--- src/hw/rtl/tcgr_pkg.sv ---
// shared types and constants of the text console glyph renderer
`default_nettype none
package tcgr_pkg;

    // command kinds from the front end to the drawing back end
    localparam logic [2:0] KIND_LOAD      = 3'd0;
    localparam logic [2:0] KIND_NEWLINE   = 3'd1;
    localparam logic [2:0] KIND_RETURN    = 3'd2;
    localparam logic [2:0] KIND_BACKSPACE = 3'd3;
    localparam logic [2:0] KIND_DRAW      = 3'd4;

    localparam logic MODE_LOAD = 1'b0;

    localparam logic [7:0] CHAR_SPACE     = 8'h20;
    localparam logic [7:0] CHAR_NEWLINE   = 8'h0A;
    localparam logic [7:0] CHAR_RETURN    = 8'h0D;
    localparam logic [7:0] CHAR_BACKSPACE = 8'h08;

    localparam logic [23:0] COLOR_WHITE = 24'hFFFFFF;

    // register indexes on the configuration port
    localparam logic [1:0] CFG_FRAME_BASE   = 2'd0;
    localparam logic [1:0] CFG_LINE_PITCH   = 2'd1;
    localparam logic [1:0] CFG_BPP          = 2'd2;
    localparam logic [1:0] CFG_SCREEN_WIDTH = 2'd3;

    localparam logic [31:0] RST_FRAME_BASE   = 32'd0;
    localparam logic [15:0] RST_LINE_PITCH   = 16'd3072;
    localparam logic [5:0]  RST_BPP          = 6'd24;
    localparam logic [12:0] RST_SCREEN_WIDTH = 13'd1024;

    localparam int FONT_DEPTH  = 4096;
    localparam int FONT_ADDR_W = 12;
    localparam int QUEUE_DEPTH = 4;

    typedef struct packed {
        logic [2:0] kind;
        logic [7:0] code;
        logic [3:0] row;
        logic [7:0] bits;
    } t_cmd;

    typedef struct packed {
        logic [31:0] frame_base;
        logic [15:0] line_pitch;
        logic [5:0]  bits_per_pixel;
        logic [12:0] screen_width;
    } t_cfg;

endpackage
`default_nettype wire

--- src/hw/rtl/tcgr_front.sv ---
// input stage: takes stream beats and classifies them into commands
`default_nettype none
module tcgr_front import tcgr_pkg::*; (
    input  wire logic        i_clk,
    input  wire logic        i_rst_n,
    input  wire logic        i_tvalid,
    output logic             o_tready,
    input  wire logic [19:0] i_tdata,
    input  wire logic        i_tuser,
    output logic             o_cmd_valid,
    output t_cmd             o_cmd,
    input  wire logic        i_cmd_ready
);
    logic r_valid;
    t_cmd r_cmd;
    t_cmd n_cmd;

    always_comb begin
        n_cmd.code = i_tdata[7:0];
        n_cmd.row  = i_tdata[11:8];
        n_cmd.bits = i_tdata[19:12];
        if (i_tuser == MODE_LOAD) begin
            n_cmd.kind = KIND_LOAD;
        end else if (i_tdata[7:0] == CHAR_NEWLINE) begin
            n_cmd.kind = KIND_NEWLINE;
        end else if (i_tdata[7:0] == CHAR_RETURN) begin
            n_cmd.kind = KIND_RETURN;
        end else if (i_tdata[7:0] == CHAR_BACKSPACE) begin
            n_cmd.kind = KIND_BACKSPACE;
        end else begin
            n_cmd.kind = KIND_DRAW;
        end
    end

    assign o_tready    = !r_valid || i_cmd_ready;
    assign o_cmd_valid = r_valid;
    assign o_cmd       = r_cmd;

    always_ff @(posedge i_clk) begin
        if (!i_rst_n) begin
            r_valid <= 1'b0;
        end else if (o_tready) begin
            r_valid <= i_tvalid;
        end
    end

    always_ff @(posedge i_clk) begin
        if (o_tready && i_tvalid) begin
            r_cmd <= n_cmd;
        end
    end
endmodule
`default_nettype wire

--- config.mk ---
export PLATFORM = sky130hd
export DESIGN_NAME = tcgr_front
export DESIGN_NICKNAME = d
export VERILOG_FILES = /design/src/hw/rtl/tcgr_pkg.sv /design/src/hw/rtl/tcgr_front.sv
export SDC_FILE = /design/constraint.sdc
export NUM_CORES = 1
export LEC_CHECK = 0
export BUFFER_PORTS_ARGS = -buffer_cell sky130_fd_sc_hd__buf_2
export CAP_MARGIN = 20
export CORE_UTILIZATION = 40
export CTS_CLUSTER_SIZE = 28
export DETAILED_ROUTE_END_ITERATION = 6
export PLACE_DENSITY = 0.76
export SLEW_MARGIN = 30
export SYNTH_ARGS = -nofsm -noshare
export SYNTH_HDL_FRONTEND = slang
export SYNTH_SLANG_ARGS = --single-unit
--- constraint.sdc ---
create_clock -name i_clk -period 1.6 [get_ports i_clk]
set_input_delay 0.16 -clock i_clk [delete_from_list [all_inputs] [get_ports i_clk]]
set_output_delay 0.16 -clock i_clk [all_outputs]
set_load 0.02 [all_outputs]
==> impl_metrics.csv <==
group,metric,value,unit
outcome,outcome,"complete, no violations",
cts,cts_buffers,3,
timing,drv_slew,0,
timing,setup_viol,0,
run,cap_viol_max_count,0,
cts,cts.sinks,24,
setup_path,critPathArrivalTime,1.19,ns
cts,clockBufferDepth,2,
cts,worstSkewPairLatency,0.29,ns
cts,cts_tree,"yes",
synthesis,synth-seq-cells,24,
cts,clock-root-buffer,"clkbuf_4",
grt,grt.total_usage,0.123,
placement,gp_congestion,0.625,
synthesis,yosys.cell_types.count,14,
die,initial_core_util,0.445,
grt,antenna_found_initial,0,
setup_path,cpMaxStageDelayCell,"and2_2",
die,die-area,2190,um2
timing,rsz0062_at_grt,"false",
cts,clk_pin_slew,0.11,ns
die,die_w,46.8,um
timing,clock_skew,0.00143,ns
timing,relSlewSlack,0.661,
hold_path,hold_class,"in -> reg",
synthesis,netlist_area,802,um2
final_layout,diodes,0,
placement,portBuffers,49,
setup_path,cpLargestDelayFamily,"simple AND/OR/NAND/NOR gates",
grt,grt_pass1_wl,1790,um
power_and_ir_drop,vdd_drop_max,0.437,mV
setup_path,start_kind,"flip-flop",
setup_path,crit_required,1.55,ns
cts,cts_hold_buf,0,
final_layout,drive_gt1_frac,0.615,
final_layout,n_fill_cell,158,
die,core,1800,um2
route,vias,522,
route,wirelength,1260,um
route,vias_per_cell,4.50,
die,pin_count,50,
timing,worst_pin_slew,0.508,ns
synthesis,avgSynthCellArea,21.1,um2
grt,grt_max_degree,24,
timing,fin_tns_setup,0,ns
synthesis,synth.area.top_cells,"edfxtp_1, dfxtp_1, nor2_2",
grt,grt_pass1_vias,459,
power_and_ir_drop,p_leak,0.472,nW
die,rows,15,
power_and_ir_drop,power.total,1.12,mW
cts,cts_resized,0,
synthesis,syn_nets,63,
synthesis,yosysWarnings,0,
power_and_ir_drop,power_density,1020,nW/um2
setup_path,critPathMaxStageDelay,0.48,ns
timing,min_period,1.25,ns
synthesis,syn_inst,38,
route,dr.pass1.iters,4,
setup_path,path_buf_inv,0,
synthesis,ys_seq_area_frac,0.886,
synthesis,yosys.area.top_type,"edfxtp_1",
cts,post_cts.repair.setup_buffers,0,
final_layout,most-common-layout-cells,"buf_2, edfxtp_1, clkbuf_4",
final_layout,mostFrequentLayoutCell,"buf_2",
route,drc,0,
cts,htreeDepth,1,
final_layout,finalNetCount,117,
synthesis,synth_top_area_frac,0.861,
timing,fmax,802,MHz
setup_path,cp-end-kind,"flip-flop",
route,drtIter0Drc,6,
route,wl_per_cell,10.9,um
die,die_y,46.8,um
setup_path,worstPathCellList,"nand2b_1 > and2_2",
setup_path,path_class,"reg -> reg",
grt,grt.overflow.total,0,
setup_path,crit_fanout,23,
timing,finalCritPeriodShare,0.780,
route,drtAntennaViolNets,0,
timing,hold_violations,0,
final_layout,area_delta_synth_final,37.9,%
[cell usage after synthesis]
library cell / n
nand3b_1: 1
xor2_1: 1
o21ai_1: 1
nand2b_1: 1
inv_1: 2
a41oi_1: 1
nor2_2: 2
nor3_1: 1
nand4_1: 1
nor3_2: 1
a21boi_0: 1
edfxtp_1: 23
dfxtp_1: 1
and2_1: 1
[through the flow]
stage / std cells / hold slack [ns] / utilization / setup slack [ns] / area, um2
after global routing: 116 / 0.0219 / 0.614 / 0.276 / 1110
after global placement: 112 / 0.338 / 0.599 / 0.401 / 1080
final: 116 / 0.0328 / 0.614 / 0.353 / 1110
after CTS: 116 / 0.0241 / 0.614 / 0.350 / 1110
after detailed placement: 112 / 0.340 / 0.599 / 0.360 / 1080
after floorplan: 38 / 0.259 / - / 0.217 / 803
[routing by layer]
metal | wire (um) | up-vias | share of wire | global-route usage
met5 | 0 | - | 0 | 0
met1 | 491 | 237 | 0.39 | 0.121
met2 | 639 | 30 | 0.51 | 0.225
met4 | 20 | 0 | 0.016 | 0.0857
met3 | 109 | 2 | 0.086 | 0.0269
li1 | - | 253 | - | -
[report_power, final]
group / internal [mW] / switching (mW) / leakage [nW]
Sequential: 0.730 / 0.00710 / 0.231
Clock: 0.0907 / 0.154 / 0.0154
Combinational: 0.0508 / 0.0905 / 0.225
[worst paths after layout]
path                                  from                        to  slack, ns  cells past startpoint
setup / recovery  o_cmd_valid$_SDFFE_PN0P_       o_cmd[16]$_DFFE_PP_       0.35                      2
hold / removal                 i_tdata[15]        o_cmd[3]$_DFFE_PP_       0.03                      1
setup reg to reg  o_cmd_valid$_SDFFE_PN0P_       o_cmd[16]$_DFFE_PP_       0.35                      2
hold reg to reg   o_cmd_valid$_SDFFE_PN0P_  o_cmd_valid$_SDFFE_PN0P_       0.54                      2
[state kept, by name, indices dropped and copies added (netlist names)]
signal / cells
o_cmd: 23
o_cmd_valid: 1
[layout make-up]
cell class | instances | area (um2) | area share
Clock buffer | 3 | 22.5 | 0.0204
Tap cell | 25 | 31.3 | 0.0283
Clock inverter | 1 | 3.75 | 0.00339
Sequential cell | 24 | 711 | 0.643
Timing Repair Buffer | 49 | 245 | 0.222
Multi-Input combinational cell | 12 | 85.1 | 0.0769
Inverter | 2 | 7.51 | 0.00679
[cells by family after synthesis]
logic type | share of synthesized area
AND/OR/NAND/NOR | 0.0671
flip-flops | 0.886
AO/OA/AOI/OAI | 0.0265
buffers and inverters | 0.00936
XOR/XNOR | 0.0109
[worst reg2reg max path: stages (launching register included)]
cell and delay [ns]:
dfxtp_1 0.33, nand2b_1 0.09, and2_2 0.48
(Power assumes the default switching activity.)
