`src/hw/rtl/tcgr_pkg.sv`:
```
// shared types and constants of the text console glyph renderer
`default_nettype none
package tcgr_pkg;

    // command kinds from the front end to the drawing back end
    localparam logic [2:0] KIND_LOAD      = 3'd0;
    localparam logic [2:0] KIND_NEWLINE   = 3'd1;
    localparam logic [2:0] KIND_RETURN    = 3'd2;
    localparam logic [2:0] KIND_BACKSPACE = 3'd3;
    localparam logic [2:0] KIND_DRAW      = 3'd4;

    localparam logic MODE_LOAD = 1'b0;

    localparam logic [7:0] CHAR_SPACE     = 8'h20;
    localparam logic [7:0] CHAR_NEWLINE   = 8'h0A;
    localparam logic [7:0] CHAR_RETURN    = 8'h0D;
    localparam logic [7:0] CHAR_BACKSPACE = 8'h08;

    localparam logic [23:0] COLOR_WHITE = 24'hFFFFFF;

    // register indexes on the configuration port
    localparam logic [1:0] CFG_FRAME_BASE   = 2'd0;
    localparam logic [1:0] CFG_LINE_PITCH   = 2'd1;
    localparam logic [1:0] CFG_BPP          = 2'd2;
    localparam logic [1:0] CFG_SCREEN_WIDTH = 2'd3;

    localparam logic [31:0] RST_FRAME_BASE   = 32'd0;
    localparam logic [15:0] RST_LINE_PITCH   = 16'd3072;
    localparam logic [5:0]  RST_BPP          = 6'd24;
    localparam logic [12:0] RST_SCREEN_WIDTH = 13'd1024;

    localparam int FONT_DEPTH  = 4096;
    localparam int FONT_ADDR_W = 12;
    localparam int QUEUE_DEPTH = 4;

    typedef struct packed {
        logic [2:0] kind;
        logic [7:0] code;
        logic [3:0] row;
        logic [7:0] bits;
    } t_cmd;

    typedef struct packed {
        logic [31:0] frame_base;
        logic [15:0] line_pitch;
        logic [5:0]  bits_per_pixel;
        logic [12:0] screen_width;
    } t_cfg;

endpackage
`default_nettype wire

```
`src/hw/rtl/tcgr_fifo.sv`:
```
// short command queue between front end and back end
`default_nettype none
module tcgr_fifo import tcgr_pkg::*; (
    input  wire logic i_clk,
    input  wire logic i_rst_n,
    input  wire logic i_push,
    input  t_cmd      i_cmd,
    output logic      o_ready,
    output logic      o_valid,
    output t_cmd      o_cmd,
    input  wire logic i_pop
);
    localparam int PTR_W = $clog2(QUEUE_DEPTH);

    t_cmd             r_mem [QUEUE_DEPTH];
    logic [PTR_W-1:0] r_wptr;
    logic [PTR_W-1:0] r_rptr;
    logic [PTR_W:0]   r_count;
    logic             do_push;
    logic             do_pop;

    assign o_ready = (r_count != (PTR_W+1)'(QUEUE_DEPTH));
    assign o_valid = (r_count != '0);
    assign o_cmd   = r_mem[r_rptr];
    assign do_push = i_push && o_ready;
    assign do_pop  = i_pop && o_valid;

    always_ff @(posedge i_clk) begin
        if (!i_rst_n) begin
            r_wptr  <= '0;
            r_rptr  <= '0;
            r_count <= '0;
        end else begin
            if (do_push) begin
                r_wptr <= r_wptr + 1'b1;
            end
            if (do_pop) begin
                r_rptr <= r_rptr + 1'b1;
            end
            if (do_push && !do_pop) begin
                r_count <= r_count + 1'b1;
            end else if (do_pop && !do_push) begin
                r_count <= r_count - 1'b1;
            end
        end
    end

    always_ff @(posedge i_clk) begin
        if (do_push) begin
            r_mem[r_wptr] <= i_cmd;
        end
    end
endmodule
`default_nettype wire

```
`config.mk`:
```
export PLATFORM = sky130hd
export DESIGN_NAME = tcgr_fifo
export DESIGN_NICKNAME = d
export VERILOG_FILES = /design/src/hw/rtl/tcgr_pkg.sv /design/src/hw/rtl/tcgr_fifo.sv
export SDC_FILE = /design/constraint.sdc
export NUM_CORES = 1
export LEC_CHECK = 0
export ABC_AREA = 1
export BUFFER_PORTS_ARGS = -buffer_cell sky130_fd_sc_hd__buf_2
export CAP_MARGIN = 20
export CORE_MARGIN = 5
export CORE_UTILIZATION = 60
export CTS_BUF_LIST = sky130_fd_sc_hd__clkbuf_4
export DETAILED_ROUTE_END_ITERATION = 8
export PLACE_DENSITY = 0.83
export RECOVER_POWER = 50
export SLEW_MARGIN = 15
export SYNTH_ARGS = -nofsm -noshare
export SYNTH_HDL_FRONTEND = slang
export SYNTH_SLANG_ARGS = --single-unit
```
`constraint.sdc`:
```
create_clock -name i_clk -period 3.2 [get_ports i_clk]
set_input_delay 0.64 -clock i_clk [delete_from_list [all_inputs] [get_ports i_clk]]
set_output_delay 0.64 -clock i_clk [all_outputs]
set_load 0.02 [all_outputs]
```
==> key figures, run 1 <==
Run status
  – Outcome: complete, no violations

Routing
  – Vias: approximately 2,300
  – Wire length per cell: between 15 and 20 um
  – ANT nets after route: 0
  – DR vias/cell: approximately 5.5
  – Iter 0 DRT Violations: between 150 and 200
  – DRT Pass-1 Iters: 4
  – DRC: 0
  – WL final: 6.86 mm

Die
  – Placement Rows: 29
  – Die footprint: 0.00826 sq mm
  – I/O pin total: 52
  – Die X: between 90 and 100 um
  – Starting density of the core: 0.619
  – Die height: slightly above 90 um
  – Core area: between 0.006 and 0.007 sq mm

Yosys
  – Biggest area consumer among synthesized cells: edfxtp_1
  – Synth Area per Inst: about 14 sq um
  – Register area share after synthesis: 0.749
  – Ys Warns: 0
  – Mapped Cells: slightly below 300
  – Synthesized flop and latch total: roughly 100
  – Synth cell types: 22
  – Synth top area share: 0.703
  – Syn_nets: roughly 320
  – Area of the mapped netlist: between 0.003 and 0.004 sq mm
  – Top cells by area, synth: edfxtp_1 70%, nor2_1 5.6%, dfxtp_1 4.6%

Global route
  – Overflow after GRT: 0
  – First-pass GRT wire length: 11.0 mm
  – M3 GR Usage: 0.0467
  – Initial antenna violation count: 0
  – Gr usage total: 0.173
  – GR peak layer: met2
  – Vias in the first global route: around 2,300
  – Largest net degree at the start of global routing: 47
  – GR Util met2: 0.287
  – GR Layer Usage met1: 0.210

Power and ir drop
  – VDD IR-drop max: slightly below 0.0006 V
  – Leakage power: between 1.5 and 2 nW
  – Pwr per Cell Area: approximately 760 mW/mm^2
  – Total power: around 3.3 mW

Clock tree
  – Clock sink count: 101
  – Htree depth: 3
  – CTS buffer count: 9
  – Gates resized, CTS repair: 0
  – Clk Tree Root Cell: clkbuf_4
  – CTS tree: done
  – Longest Clk Path Bufs: 2
  – Clk_lat worst skew: 0.44 ns
  – # Post-CTS Setup Buffers: 0
  – Hold buffers post-CTS: 0
  – Worst-path clk slew: 0.16 ns

Placed design
  – Final Wtd Congestion: about 0.76
  – Port bufs: 51
  – Detail Placement HPWL: 4.34 mm
  – DP Worst Slack: between 1 and 1.5 ns

Setup path
  – CP max stage cell: dfxtp_2
  – Critical path class: reg -> out
  – CP cell instances: buf_4 > o21ai_0 > o22ai_1 > buf_2
  – Critical path launch point type: flip-flop
  – CP max stage delay: about 0.73 ns
  – Arrival time at the worst endpoint: roughly 2 ns
  – CP Capture Type: primary output
  – Crit path max fanout: 32
  – Critical Path RT: 2.56 ns

Timing
  – Relative slew slack: 0.129
  – Fin crit period: 2.65 ns
  – Setup Skew: 0.0138 ns
  – Fin. Hold Viols: 0
  – Max-slew violation count: 0
  – Worst slew pin tran: about 1.3 ns
  – Setup TNS: 0 ns
  – F_max: approximately 380 MHz
  – Period utilization: 0.827
  – RSZ-0062 raised after global routing: no
  – Final WS setup: about 0.55 ns
  – # setup viols final: 0

Hold path
  – Hold Crit Class: in -> reg

Run
  – Total of max-cap violations: 0

Cells and area
  – Area growth syn-to-layout: 9.59%
  – Layout net count: approximately 380
  – Layout cells sized above 1: 0.157
  – Antenna cells: 0
## worst max-delay path: cells and delay by family, from the launching register on
kind | cells | cell delay (ns)
AO/OA/AOI/OAI | 2 | 0.32
buffers and inverters | 2 | 0.52
flip-flops | 1 | 0.73
## area by class of cell
| type | count | area (sq um) |
|---|---|---|
| Clock inverter | 7 | 58.8 |
| Multi-Input combinational cell | 160 | 802 |
| Clock buffer | 9 | 67.6 |
| Inverter | 16 | 67.6 |
| Fill cell | 462 | 2050 |
| Tap cell | 77 | 96.3 |
| Timing Repair Buffer | 57 | 268 |
| Sequential cell | 101 | 2940 |
## logic make-up (layout without fill, tap and decap cells)
logic type,count (synthesis),after routing,synth area share
compound gates,73,73,0.100
flops,101,101,0.749
simple gates,80,80,0.0825
fa+ha+maj,6,6,0.0210
xor+xnor,1,1,0.00223
buf+inv,29,89,0.0446
## power by group
part / switching (mW) / internal [mW] / leakage [nW]
logic: 0.653 / 0.301 / 0.526
registers: 0.0941 / 1.61 / 0.917
clock network: 0.423 / 0.172 / 0.0640
total: 1.17 / 2.08 / 1.51
## synthesized netlist by cell type (all sizes together)
master / number
a21oi: 3
buf: 12
clkbuf: 1
dfxtp: 9
edfxtp: 92
fa: 1
ha: 5
inv: 16
nand2: 15
nand3: 4
nand3b: 1
nor2: 60
o21ai: 47
o22ai: 23
xor2: 1
## final timing paths
| kind | startpoint | endpoint | slack, ns | cells after the start |
|---|---|---|---|---|
| max | flip-flop | o_cmd[0] | 0.55 | 4 |
| min | i_cmd[20] | r_mem[0][20] | 0.44 | 1 |
| max reg2reg | r_count[0] | r_mem[2][17] | 0.93 | 5 |
| min reg2reg | r_rptr[1] | flip-flop | 0.52 | 2 |
## stage by stage
| step | cells | hold WS [ns] | utilization | cell area, sq um |
|---|---|---|---|---|
| floorplan | 290 | 0.465 | - | 3930 |
| global placement | 411 | 0.489 | 0.666 | 4230 |
| detailed placement | 411 | 0.503 | 0.666 | 4230 |
| CTS | 427 | 0.368 | 0.686 | 4350 |
| global route | 427 | 0.409 | 0.678 | 4300 |
| finish | 427 | 0.435 | 0.678 | 4300 |
## state kept, by name (all words and copies together), names as in the netlist, named ones only
register / flops
r_rptr: 2
r_mem: 92
r_wptr: 2
r_count: 3
## cells in the final DEF, fill, tap and decap left out, types with 2 or more instances in the layout
cell type   instances
inv_1              13
a21oi_1             3
buf_4               5
o21ai_0            30
nor2_1             57
buf_2              28
clkbuf_1           24
nand2_1            15
dfxtp_1             8
o21ai_1            17
edfxtp_1           92
nand3_1             4
clkbuf_4            9
ha_1                5
clkinvlp_4          2
nor2_2              3
inv_8               3
o22ai_1            23
inv_2               2
## routing by layer
| metal | wire, um | up-vias |
|---|---|---|
| li1 | - | 1163 |
| met1 | 2830 | 1110 |
| met2 | 3530 | 58 |
| met3 | 399 | 9 |
| met4 | 100 | 0 |
| met5 | 0 | - |
(Power assumes the default switching activity.)
==> inputs of run 2 (changes only) <==
--- a/config.mk
+++ b/config.mk
@@ -9,10 +9,10 @@
 export BUFFER_PORTS_ARGS = -buffer_cell sky130_fd_sc_hd__buf_2
 export CAP_MARGIN = 20
 export CORE_MARGIN = 5
-export CORE_UTILIZATION = 60
+export CORE_UTILIZATION = 53
 export CTS_BUF_LIST = sky130_fd_sc_hd__clkbuf_4
 export DETAILED_ROUTE_END_ITERATION = 8
-export PLACE_DENSITY = 0.83
+export PLACE_DENSITY = 0.77
 export RECOVER_POWER = 50
 export SLEW_MARGIN = 15
 export SYNTH_ARGS = -nofsm -noshare
==> constraint.sdc (replaced) <==
create_clock -name i_clk -period 2.25 [get_ports i_clk]
set_input_delay 0.45 -clock i_clk [delete_from_list [all_inputs] [get_ports i_clk]]
set_output_delay 0.45 -clock i_clk [all_outputs]
set_load 0.02 [all_outputs]
==> key figures, run 2 (synthesized netlist as in run 1, its figures left out) <==
Cells and area
  – Layout fillers: 608 (was 462)
  – Layout cells sized above 1: 0.173 (was 0.157)
  – Area growth syn-to-layout: 11.1% (was 9.59%)
  – Antenna cells: 0 (unchanged)
  – Commonest non-fill, non-tap cell in the layout: edfxtp_1 (unchanged)
  – Seq. cell area: 0.00295 sq mm (was 0.00294 sq mm)
  – Commonest cells after routing, fill and taps aside: 92 x edfxtp_1, 56 x nor2_1, 28 x o21ai_0, 28 x buf_2 (was 92 x edfxtp_1, 57 x nor2_1, 30 x o21ai_0)
  – Area occupied by multi-input gates: 807 sq um (was 802 sq um)
  – Max FFs per register: 92 (unchanged)
  – Layout net count: 380 (was 378)
  – Fin util: 0.601 (was 0.678)
  – Biggest regs: r_mem x92, r_count x3 (unchanged)
  – Top reg by flops: r_mem (unchanged)

Routing
  – Iter 0 DRT Violations: 98 (was 152)
  – Vias: 2,384 (was 2,340)
  – DRC: 0 (unchanged)
  – WL final: 7.20 mm (was 6.86 mm)
  – ANT nets after route: 0 (unchanged)
  – DR vias/cell: 5.29 (was 5.48)
  – DRT Pass-1 Iters: 5 (was 4)
  – Wire length per cell: 16.0 um (was 16.1 um)

Die
  – Die footprint: 0.00923 sq mm (was 0.00826 sq mm)
  – Die height: 96.1 um (was 90.9 um)
  – Core area: 0.00725 sq mm (was 0.00635 sq mm)
  – I/O pin total: 52 (unchanged)
  – Starting density of the core: 0.541 (was 0.619)
  – Placement Rows: 31 (was 29)
  – Die X: 96.1 um (was 90.9 um)

Clock tree
  – Clk_lat worst skew: 0.44 ns (about the same)
  – Clk Tree Root Cell: clkbuf_4 (unchanged)
  – Htree depth: 3 (unchanged)
  – CTS buffer count: 9 (unchanged)
  – Longest Clk Path Bufs: 2 (unchanged)
  – Worst-path clk slew: 0.16 ns (about the same)
  – Clock sink count: 101 (unchanged)
  – CTS tree: done (unchanged)

Power and ir drop
  – Int Power: 2.98 mW (was 2.08 mW)
  – VDD IR-drop max: 0.000505 V (was 0.000580 V)
  – Pwr per Cell Area: 1070 mW/mm^2 (was 755 mW/mm^2)
  – Gate power share: 0.308 (was 0.294)
  – Clk network pwr share: 0.181 (was 0.183)
  – Total power: 4.67 mW (was 3.25 mW)
  – Flop pwr share: 0.511 (was 0.523)
  – Net Sw Frac: 0.362 (was 0.360)
  – Leakage power: 1.52 nW (was 1.51 nW)
  – Sw Pwr: 1.69 mW (was 1.17 mW)

Timing
  – Final WS setup: 0.110 ns (was 0.555 ns)
  – Tightest hold margin: 0.252 ns (was 0.435 ns)
  – Setup TNS: 0 ns (unchanged)
  – # setup viols final: 0 (unchanged)
  – RSZ-0062 raised after global routing: no (unchanged)
  – Period utilization: 0.951
  – Relative slew slack: 0.572 (was 0.129)
  – Fin crit period: around 2.1 ns
  – Setup Skew: 0.0198 ns (was 0.0138 ns)
  – Worst slew pin tran: 0.643 ns (was 1.31 ns)
  – Max-slew violation count: 0 (unchanged)
  – Fin. Hold Viols: 0 (unchanged)
  – F_max: around 470 MHz

Run status
  – Outcome: complete, no violations (unchanged)

Hold path
  – Hold path depth: 1 (unchanged)
  – Hold Crit Class: in -> reg (unchanged)

Setup path
  – CP cell instances: buf_4 > inv_16 > nor2_1 > o22ai_1 > buf_2 (was buf_4 > o21ai_0 > o22ai_1 > buf_2)
  – CP Depth: 5 (was 4)
  – CP max stage delay: 0.42 ns (was 0.73 ns)
  – Crit path max fanout: 46 (was 32)
  – CP Capture Type: primary output (unchanged)
  – Critical path launch point type: flip-flop (unchanged)
  – CP max stage cell: dfxtp_4 (was dfxtp_2)
  – CP bufs+invs: 3 (was 2)
  – Reg2Reg Depth: 9 (was 5)
  – Worst path top cell family by delay: buffers and inverters (was flip-flops)
  – Arrival time at the worst endpoint: 1.69 ns (was 2.01 ns)
  – R2R Setup Slk: 0.24 ns (was 0.93 ns)
  – Critical path class: reg -> out (unchanged)
  – Critical Path RT: 1.80 ns (was 2.56 ns)

Placed design
  – Final Wtd Congestion: 0.762 (was 0.757)
  – Detail Placement HPWL: 4.52 mm (was 4.34 mm)
  – DP Worst Slack: 0.407 ns (was 1.01 ns)
  – Port bufs: 51 (unchanged)

Global route
  – Overflow after GRT: 0 (unchanged)
  – Initial antenna violation count: 0 (unchanged)
  – Largest net degree at the start of global routing: 47 (unchanged)
  – First-pass GRT wire length: 11.2 mm (was 11.0 mm)
  – Vias in the first global route: 2,325 (was 2,276)
  – Gr usage total: 0.165 (was 0.173)

Run
  – Total of max-cap violations: 0 (unchanged)
## run 2: cell types whose count changed in the layout (fill, tap and decap cells not counted), moves of 2 or more
cell	before	now
o21ai_1	17	19
inv_6	1	3
o21ai_0	30	28
clkbuf_2	0	2
inv_8	3	0
## run 2: cell type report
cell class | count | area share
Clock inverter | 7 | 0.0132
Inverter | 16 | 0.0175
Timing Repair Buffer | 59 | 0.0645
Tap cell | 99 | 0.0284
Multi-Input combinational cell | 160 | 0.185
Clock buffer | 9 | 0.0155
Sequential cell | 101 | 0.676
## run 2: worst register-to-register path: cells and delay by family, from the launching register on
| kind | cells | cell delay, ns |
|---|---|---|
| AO/OA/AOI/OAI | 1 | 0.17 |
| AND/OR/NAND/NOR | 4 | 0.55 |
| flip-flops | 1 | 0.37 |
| adder cells (fa/ha/maj) | 2 | 0.64 |
| buffers and inverters | 2 | 0.20 |
## run 2: worst paths after layout
check,end,start
setup / recovery,o_cmd[21],flip-flop
hold / removal,r_mem[3][6],i_cmd[6]
setup reg to reg,r_count[1],r_count[1]
hold reg to reg,flip-flop,r_rptr[0]
## run 2: routing by layer
metal | GRT usage | up-vias | part of all wire
li1 | - | 1166 | -
met1 | 0.205 | 1158 | 0.43
met2 | 0.274 | 54 | 0.50
met3 | 0.0438 | 6 | 0.061
met4 | 0.0711 | 0 | 0.010
met5 | 0 | - | 0
## run 2: timing repair
| action | 4_1_cts | 5_1_grt |
|---|---|---|
| hold buffers | 0 | 0 |
| buffers inserted | 0 | 0 |
| hold endpoints to repair | 0 | 0 |
| resized for setup | 0 | 6 |
| setup endpoints to repair | 0 | 16 |
## run 2: stage by stage
step,area (sq um),instances
2_1_floorplan,3930,290
3_3_place_gp,4270,435
4_1_cts,4400,451
3_5_place_dp,4270,435
6_report,4360,451
5_1_grt,4360,451
## run 2: power groups by stage
stage          registers (mW)  logic [mW]  clock network [mW]
2_1_floorplan            2.40        1.07                   0
3_3_place_gp             2.42        1.42                   0
3_5_place_dp             2.43        1.46                   0
4_1_cts                  2.39        1.47               0.867
5_1_grt                  2.41        1.60               0.931
6_report                 2.39        1.44               0.845
